File: config.mk
export PLATFORM = sky130hd
export DESIGN_NAME = input_debounce_and_edge_scan
export DESIGN_NICKNAME = d
export VERILOG_FILES = /design/src/design/idesc_pkg.sv /design/src/design/idesc_debounce.sv /design/src/design/input_debounce_and_edge_scan.sv
export SDC_FILE = /design/constraint.sdc
export NUM_CORES = 1
export LEC_CHECK = 0
export ABC_CLOCK_PERIOD_IN_PS = 5200
export BUFFER_PORTS_ARGS = -buffer_cell sky130_fd_sc_hd__buf_2
export CELL_PAD_IN_SITES_DETAIL_PLACEMENT = 0
export CELL_PAD_IN_SITES_GLOBAL_PLACEMENT = 1
export CORE_ASPECT_RATIO = 2
export CORE_UTILIZATION = 46
export CTS_CLUSTER_DIAMETER = 40
export DETAILED_ROUTE_END_ITERATION = 10
export GPL_TIMING_DRIVEN = 0
export MAX_ROUTING_LAYER = met4
export PLACE_DENSITY_LB_ADDON = 0.25
export SLEW_MARGIN = 20
export SYNTH_ARGS = -nofsm -noshare
export SYNTH_HDL_FRONTEND = slang
export SYNTH_SLANG_ARGS = --single-unit
File: constraint.sdc
create_clock -name clock -period 5.2 [get_ports clock]
set_input_delay 1.04 -clock clock [delete_from_list [all_inputs] [get_ports clock]]
set_output_delay 1.04 -clock clock [all_outputs]
set_load 0.1 [all_outputs]
File: src/design/idesc_pkg.sv
// shared types, widths and constants of the input debounce and edge scan block
`timescale 1ns / 1ps

package idesc_pkg;

   // field widths of one scan transaction
   localparam int INPUT_WIDTH  = 12;
   localparam int OUTPUT_WIDTH = 8;
   localparam int RELAY_WIDTH  = 32;
   localparam int TICKS_WIDTH  = 5;

   // defaults for the count parameters of the top level
   localparam int INPUT_COUNT_DEFAULT  = 12;
   localparam int OUTPUT_COUNT_DEFAULT = 8;
   localparam int RELAY_COUNT_DEFAULT  = 32;

   // debounce delay after reset
   localparam logic [TICKS_WIDTH-1:0] TICKS_RESET = 5'd10;

   typedef struct packed {
      logic [INPUT_WIDTH-1:0]  raw_pins;
      logic                    tick;
      logic [OUTPUT_WIDTH-1:0] output_image;
      logic [RELAY_WIDTH-1:0]  relay_image;
   } req_type;

   typedef struct packed {
      logic [INPUT_WIDTH-1:0]  input_level;
      logic [INPUT_WIDTH-1:0]  input_rise;
      logic [INPUT_WIDTH-1:0]  input_fall;
      logic [OUTPUT_WIDTH-1:0] output_pins;
      logic [OUTPUT_WIDTH-1:0] output_rise;
      logic [OUTPUT_WIDTH-1:0] output_fall;
      logic [RELAY_WIDTH-1:0]  relay_rise;
      logic [RELAY_WIDTH-1:0]  relay_fall;
   } rsp_type;

   // control from the scan pipeline to the debounce bank
   typedef struct packed {
      logic update;
      logic tick;
   } scan_ctl_type;

   // low count bits set, all bits once count reaches 64
   function automatic logic [63:0] count_mask(int count);
      logic [63:0] m;
      if (count >= 64) begin
         m = '1;
      end else begin
         m = (64'd1 << count) - 64'd1;
      end
      return m;
   endfunction

endpackage

File: src/design/idesc_debounce.sv
// per-pin debounce state and accepted input levels
`timescale 1ns / 1ps

module idesc_debounce #(
   parameter int PIN_COUNT = idesc_pkg::INPUT_COUNT_DEFAULT
) (
   input  logic                               clock,
   input  logic                               reset,
   input  idesc_pkg::scan_ctl_type            ctl,
   input  logic [idesc_pkg::TICKS_WIDTH-1:0]  ticks,
   input  logic [PIN_COUNT-1:0]               active,
   output logic [PIN_COUNT-1:0]               level_old,
   output logic [PIN_COUNT-1:0]               level_new
);

   logic [PIN_COUNT-1:0]              sample_ff;
   logic [PIN_COUNT-1:0]              sample_in;
   logic [PIN_COUNT-1:0]              running_ff;
   logic [PIN_COUNT-1:0]              running_in;
   logic [idesc_pkg::TICKS_WIDTH-1:0] count_ff [PIN_COUNT];
   logic [idesc_pkg::TICKS_WIDTH-1:0] count_in [PIN_COUNT];
   logic [PIN_COUNT-1:0]              level_ff;
   logic [PIN_COUNT-1:0]              level_in;

   always_comb begin : pin_logic
      logic [idesc_pkg::TICKS_WIDTH-1:0] nxt;
      logic                              expire;
      sample_in  = sample_ff;
      running_in = running_ff;
      level_in   = level_ff;
      for (int i = 0; i < PIN_COUNT; i++) begin
         count_in[i] = count_ff[i];
         nxt    = count_ff[i] + 1'b1;
         // wrap to zero also ends the delay
         expire = ctl.tick && running_ff[i] && ((nxt >= ticks) || (nxt == '0));
         if (active[i] != sample_ff[i]) begin
            sample_in[i]  = active[i];
            running_in[i] = 1'b1;
            count_in[i]   = '0;
         end else if (expire) begin
            running_in[i] = 1'b0;
            count_in[i]   = '0;
            level_in[i]   = sample_ff[i];
         end else if (ctl.tick && running_ff[i]) begin
            count_in[i] = nxt;
         end
      end
   end

   always_ff @(posedge clock) begin
      if (reset) begin
         sample_ff  <= '0;
         running_ff <= '0;
         level_ff   <= '0;
         for (int i = 0; i < PIN_COUNT; i++) begin
            count_ff[i] <= '0;
         end
      end else if (ctl.update) begin
         sample_ff  <= sample_in;
         running_ff <= running_in;
         level_ff   <= level_in;
         for (int i = 0; i < PIN_COUNT; i++) begin
            count_ff[i] <= count_in[i];
         end
      end
   end

   assign level_old = level_ff;
   assign level_new = level_in;

endmodule

File: src/design/input_debounce_and_edge_scan.sv
// top level of the input debounce and edge scan block
`timescale 1ns / 1ps

// channel   ports                       direction  transaction
// req       req_valid req_stall req_data in         one scan: raw pins, tick, images
// rsp       rsp_valid rsp_stall rsp_data out        one scan result: levels and edges
// csr       csr_valid csr_ready csr_data in         debounce delay in ticks
//
// one scan transaction per cycle sustained while rsp_stall is low; an accepted scan
// passes through the input register, then the result register, before it leaves
// synchronous active-high reset clears all debounce state, edge history,
// valid flags, and loads the delay register with ten ticks
// a stalled result holds in the output register while the input register still
// takes one more scan; req_stall rises only when both registers are full

module input_debounce_and_edge_scan #(
   parameter int INPUT_COUNT  = idesc_pkg::INPUT_COUNT_DEFAULT,
   parameter int OUTPUT_COUNT = idesc_pkg::OUTPUT_COUNT_DEFAULT,
   parameter int RELAY_COUNT  = idesc_pkg::RELAY_COUNT_DEFAULT
) (
   input  logic                              clock,
   input  logic                              reset,
   input  logic                              req_valid,
   output logic                              req_stall,
   input  idesc_pkg::req_type                req_data,
   output logic                              rsp_valid,
   input  logic                              rsp_stall,
   output idesc_pkg::rsp_type                rsp_data,
   input  logic                              csr_valid,
   output logic                              csr_ready,
   input  logic [idesc_pkg::TICKS_WIDTH-1:0] csr_data
);

   localparam int IW = idesc_pkg::INPUT_WIDTH;
   localparam int OW = idesc_pkg::OUTPUT_WIDTH;
   localparam int RW = idesc_pkg::RELAY_WIDTH;

   // pins beyond the field width carry no state
   localparam int PIN_COUNT = (INPUT_COUNT < IW) ? INPUT_COUNT : IW;

   localparam logic [63:0] IMASK64 = idesc_pkg::count_mask(INPUT_COUNT);
   localparam logic [63:0] OMASK64 = idesc_pkg::count_mask(OUTPUT_COUNT);
   localparam logic [63:0] RMASK64 = idesc_pkg::count_mask(RELAY_COUNT);
   localparam logic [IW-1:0] IMASK = IMASK64[IW-1:0];
   localparam logic [OW-1:0] OMASK = OMASK64[OW-1:0];
   localparam logic [RW-1:0] RMASK = RMASK64[RW-1:0];

   // delay register
   logic [idesc_pkg::TICKS_WIDTH-1:0] ticks_ff;

   // input register
   idesc_pkg::req_type req_ff;
   logic               req_valid_ff;
   logic               req_valid_in;

   // result register
   idesc_pkg::rsp_type rsp_ff;
   idesc_pkg::rsp_type rsp_in;
   logic               rsp_valid_ff;
   logic               rsp_valid_in;

   // edge history of the coil and relay images
   logic [OW-1:0] prev_outputs_ff;
   logic [RW-1:0] prev_relays_ff;

   logic               advance;
   logic               fire;
   logic               req_take;
   logic [OW-1:0]      oimg;
   logic [RW-1:0]      rimg;
   logic [IW-1:0]      level_old;
   logic [IW-1:0]      level_new;
   logic [PIN_COUNT-1:0] pin_level_old;
   logic [PIN_COUNT-1:0] pin_level_new;
   logic [PIN_COUNT-1:0] pin_active;
   idesc_pkg::scan_ctl_type scan_ctl;

   // handshake: result register frees when empty or being taken
   assign advance   = !rsp_valid_ff || !rsp_stall;
   assign fire      = req_valid_ff && advance;
   assign req_stall = req_valid_ff && !advance;
   assign req_take  = req_valid && !req_stall;
   assign csr_ready = 1'b1;

   assign req_valid_in = req_take || (req_valid_ff && !fire);
   assign rsp_valid_in = fire || (rsp_valid_ff && rsp_stall);

   // config write, idle only by contract
   always_ff @(posedge clock) begin
      if (reset) begin
         ticks_ff <= idesc_pkg::TICKS_RESET;
      end else if (csr_valid && csr_ready) begin
         ticks_ff <= csr_data;
      end
   end

   always_ff @(posedge clock) begin
      if (reset) begin
         req_valid_ff <= 1'b0;
         rsp_valid_ff <= 1'b0;
      end else begin
         req_valid_ff <= req_valid_in;
         rsp_valid_ff <= rsp_valid_in;
      end
   end

   // payload registers, no reset needed
   always_ff @(posedge clock) begin
      if (req_take) begin
         req_ff <= req_data;
      end
      if (fire) begin
         rsp_ff <= rsp_in;
      end
   end

   // raw pins are active low
   assign pin_active      = ~req_ff.raw_pins[PIN_COUNT-1:0];
   assign scan_ctl.update = fire;
   assign scan_ctl.tick   = req_ff.tick;

   idesc_debounce #(
      .PIN_COUNT (PIN_COUNT)
   ) u_debounce (
      .clock     (clock),
      .reset     (reset),
      .ctl       (scan_ctl),
      .ticks     (ticks_ff),
      .active    (pin_active),
      .level_old (pin_level_old),
      .level_new (pin_level_new)
   );

   assign level_old = IW'(pin_level_old) & IMASK;
   assign level_new = IW'(pin_level_new) & IMASK;

   assign oimg = req_ff.output_image & OMASK;
   assign rimg = req_ff.relay_image & RMASK;

   // result of the scan in the input register
   always_comb begin
      rsp_in.input_level = level_new;
      rsp_in.input_rise  = level_new & ~level_old;
      rsp_in.input_fall  = level_old & ~level_new;
      rsp_in.output_pins = ~oimg & OMASK;
      rsp_in.output_rise = oimg & ~prev_outputs_ff;
      rsp_in.output_fall = prev_outputs_ff & ~oimg;
      rsp_in.relay_rise  = rimg & ~prev_relays_ff;
      rsp_in.relay_fall  = prev_relays_ff & ~rimg;
   end

   always_ff @(posedge clock) begin
      if (reset) begin
         prev_outputs_ff <= '0;
         prev_relays_ff  <= '0;
      end else if (fire) begin
         prev_outputs_ff <= oimg;
         prev_relays_ff  <= rimg;
      end
   end

   assign rsp_valid = rsp_valid_ff;
   assign rsp_data  = rsp_ff;

   // back-pressure only when both stages hold a transaction
   a_stall_full : assert property (@(posedge clock) disable iff (reset)
      req_stall |-> (req_valid_ff && rsp_valid_ff && rsp_stall))
      else $error("req_stall without both stages full");

   // an input cannot rise and fall in the same scan
   a_edge_disjoint : assert property (@(posedge clock) disable iff (reset)
      rsp_valid |-> ((rsp_data.input_rise & rsp_data.input_fall) == '0))
      else $error("input rise and fall overlap");

   // edges agree with the reported level
   a_edge_level : assert property (@(posedge clock) disable iff (reset)
      rsp_valid |-> (((rsp_data.input_rise & ~rsp_data.input_level) == '0)
                  && ((rsp_data.input_fall & rsp_data.input_level) == '0)))
      else $error("input edge disagrees with level");

   // a scan in the input register that moves forward shows up as a result
   a_fire_result : assert property (@(posedge clock) disable iff (reset)
      fire |=> (rsp_valid && !req_valid_ff) || (rsp_valid && $past(req_take)))
      else $error("scan lost between stages");

endmodule
==> out/metrics.yaml <==
hold_path_class: "flip-flop to flip-flop"
worst_ir_drop_vdd_uv: 316.6
track_usage_pct: 22.10
crit_fanout: 72
fillers: 2618
final_cell_area_um2: 16860
synth_top_area_share_pct: 49.91
drv_slew: 0
setup_viol: 0
clock_sinks: 320
synth.most_common_cell: "edfxtp_1"
synth_nets: 1356
p_int_w: 0.004480
drive_above_1_share_pct: 18.88
rsz0062_at_grt: "no"
cts.repair.resized: 0
yosys.area_share.simple_pct: 16.47
rr_startpoint: "ticks_ff[0]"
hold_viol: 0
num_vias: 9817
antenna_cells: 0
fp-row-count: 90
final_nets: 1583
ys_seq_area_share_pct: 61.57
synth_seq_cells: 320
numCtsBuffers: 35
top_layer_used: "met4"
yosys-mux-area-fraction_pct: 0.9828
slowest_delay_ns: 0.56
grt_pass1_wl_um: 51570
synth_compound_area_share_pct: 8.108
cts-hold-fix-buffers: 0
switching_power_w: 0.001753
synth_area_um2: 14260
dr.pass1.iters: 7
required_ns: 5.39
slew_headroom_pct: 29.71
cp-startpoint: "rsp_stall"
p_comb_share_pct: 13.6
overflow: 0
synth_xor_area_share_pct: 3.431
start_kind: "primary input"
pwr-share-clk_pct: 38.4
placed_area_um2: 15750
portBuffers: 187
die_y_um: 251.0
met3_length_um: 1818
post_drt_wl_per_cell_um: 18.36
postSynthCellCount: 1209
synth_area_leaders: "edfxtp_1 (50%), dfxtp_1 (12%), ha_1 (7.4%)"
outcome: "completed"
fp.dieArea_um2: 31750
ios: 190
synth_adder_area_share_pct: 7.371
ys.flop_type: "edfxtp_1"
swShare_pct: 28.13
avgSynthCellArea_um2: 11.79
min_from: "prev_relays_ff[29]"
initial_core_util_pct: 47.07
area_growth_pct: 18.28
clockBufferDepth: 3
wl_met2_um: 18400
totalWireLength_um: 33600
crit_path_end_kind: "flip-flop"
remaining_drc_errors: 0
antenna_found_initial: 0
synth-async-reset-ratio_pct: 0
powerDensity_nw_per_um2: 369.6
tightest_slew_ns: 1.050
cts-root-buf: "clkbuf_16"
synth_top_family_by_area: "simple AND/OR/NAND/NOR gates"
grt_pass1_vias: 9834
tns_ns: 0
drt_iter0_markers: 428
fp.dieW_um: 126.5
maxCapViolCount: 0
grt_max_degree: 73
yosysWarnings: 0
tritoncts: "yes"
post_cts_buffers: 0
arrival_ns: 3.31
synth_top_area_cell: "edfxtp_1"
p_leak_nw: 6.798
fin_crit_sh_pct: 59.89
drt-met1-wl_um: 12350
synth_common_cells: "edfxtp_1 (237), nand2_1 (158), nor2b_1 (111)"
drtAntennaViolNets: 0
synth_edf_count: 237
drt-vias-per-instance: 5.364
clk_pin_slew_ns: 0.06
fmax_ghz: 0.3211
p_seq_share_pct: 48.0
power.total_w: 0.006233
min_period_ns: 3.114
gp_congestion: 0.8072
hpwl_um: 23770
clk_latency_ns: 0.53
core_area_um2: 30290
path_cells: "buf_2 -> nand2_1 -> nand2_1 -> clkbuf_1 -> inv_1 -> clkbuf_1 -> buf_8 -> buf_16"
r2r_slack_ns: 2.32
crit_slowest_cell: "clkbuf_1"
htreeDepth: 2
post-route-util_pct: 55.68
skew_ns: 0.03135
synth_cell_types: 49
critical_path_class: "primary input to flip-flop"
worst max-delay path, delay by kind of cell:
| kind | cells | cell delay, ns |
|---|---|---|
| simple gates | 2 | 0.15 |
| buf+inv | 6 | 2.05 |
cells in the final DEF, fill, tap and decap left out, drive strengths merged, types with 17 or more instances in the layout:
cell	instances
edfxtp	237
buf	194
nand2	158
nor2b	111
ha	84
dfxtp	83
a21oi	83
clkbuf	76
nor2	66
nand3	53
o21ai	49
inv	48
xor2	29
xnor2	26
nor4b	17
a31o	17
per-stage QoR:
stage | instances | setup WS (ns) | hold slack, ns
2_1_floorplan | 1209 | 0.6826 | 0.4451
3_3_place_gp | 1764 | -0.8869 | 0.4502
3_5_place_dp | 1767 | 1.511 | 0.4587
4_1_cts | 1830 | 2.080 | 0.4675
5_1_grt | 1830 | 1.920 | 0.4889
6_report | 1830 | 2.086 | 0.4672
sequential cells by signal, summed over array words and instances (netlist names), 8 cells and up:
signal,cells
rimg,32
u_debounce.sample_ff,12
u_debounce.level_old,12
prev_relays_ff,32
prev_outputs_ff,8
u_debounce.running_ff,12
req_ff,13
oimg,8
rsp_data,124
u_debounce.count_ff,60
power groups by stage:
stage | clock, W | sequential [W] | combinational [W]
finish | 0.00239 | 0.00299 | 0.000848
floorplan | 0 | 0.00334 | 0.000339
global placement | 0 | 0.00305 | 0.000828
global route | 0.00253 | 0.00301 | 0.000917
CTS | 0.00244 | 0.00300 | 0.000855
detailed placement | 0 | 0.00305 | 0.000853
kinds of logic (layout without fill, tap and decap cells):
family	count (synthesis)	count (layout)
AOI/OAI and AO/OA	195	195
muxes	14	14
DFF	320	320
and+or+nand+nor	464	464
adders and majority gates	84	84
other	1	1
buffers and inverters	76	329
xor gates and xnor gates	55	55
worst paths after layout:
| check | endpoint | cells past startpoint |
|---|---|---|
| worst max register to register | rsp_data[119] | 6 |
| worst min-delay path | prev_relays_ff[29] | 2 |
| worst min register to register | prev_relays_ff[29] | 2 |
| worst max-delay path | rsp_data[60] | 8 |
layout make-up:
class                           instances  area [um2]  area share, %
Sequential cell                       320        8778          52.05
Multi-Input combinational cell        813        5196          30.81
Timing Repair Buffer                  190        1011          5.995
Clock buffer                           48        1006          5.965
Tap cell                              368       460.4          2.730
Inverter                               44       165.2         0.9793
Buffer                                 32       136.4         0.8087
Clock inverter                         15       111.4         0.6603
layer usage:
layer / vias to the layer above / track usage, %
met2: 261 / 41.06
met1: 4698 / 22.53
li1: 4797 / -
met3: 61 / 4.320
met5: - / -
met4: 0 / 8.468
Note: power is estimated with default switching activity, not from simulation.
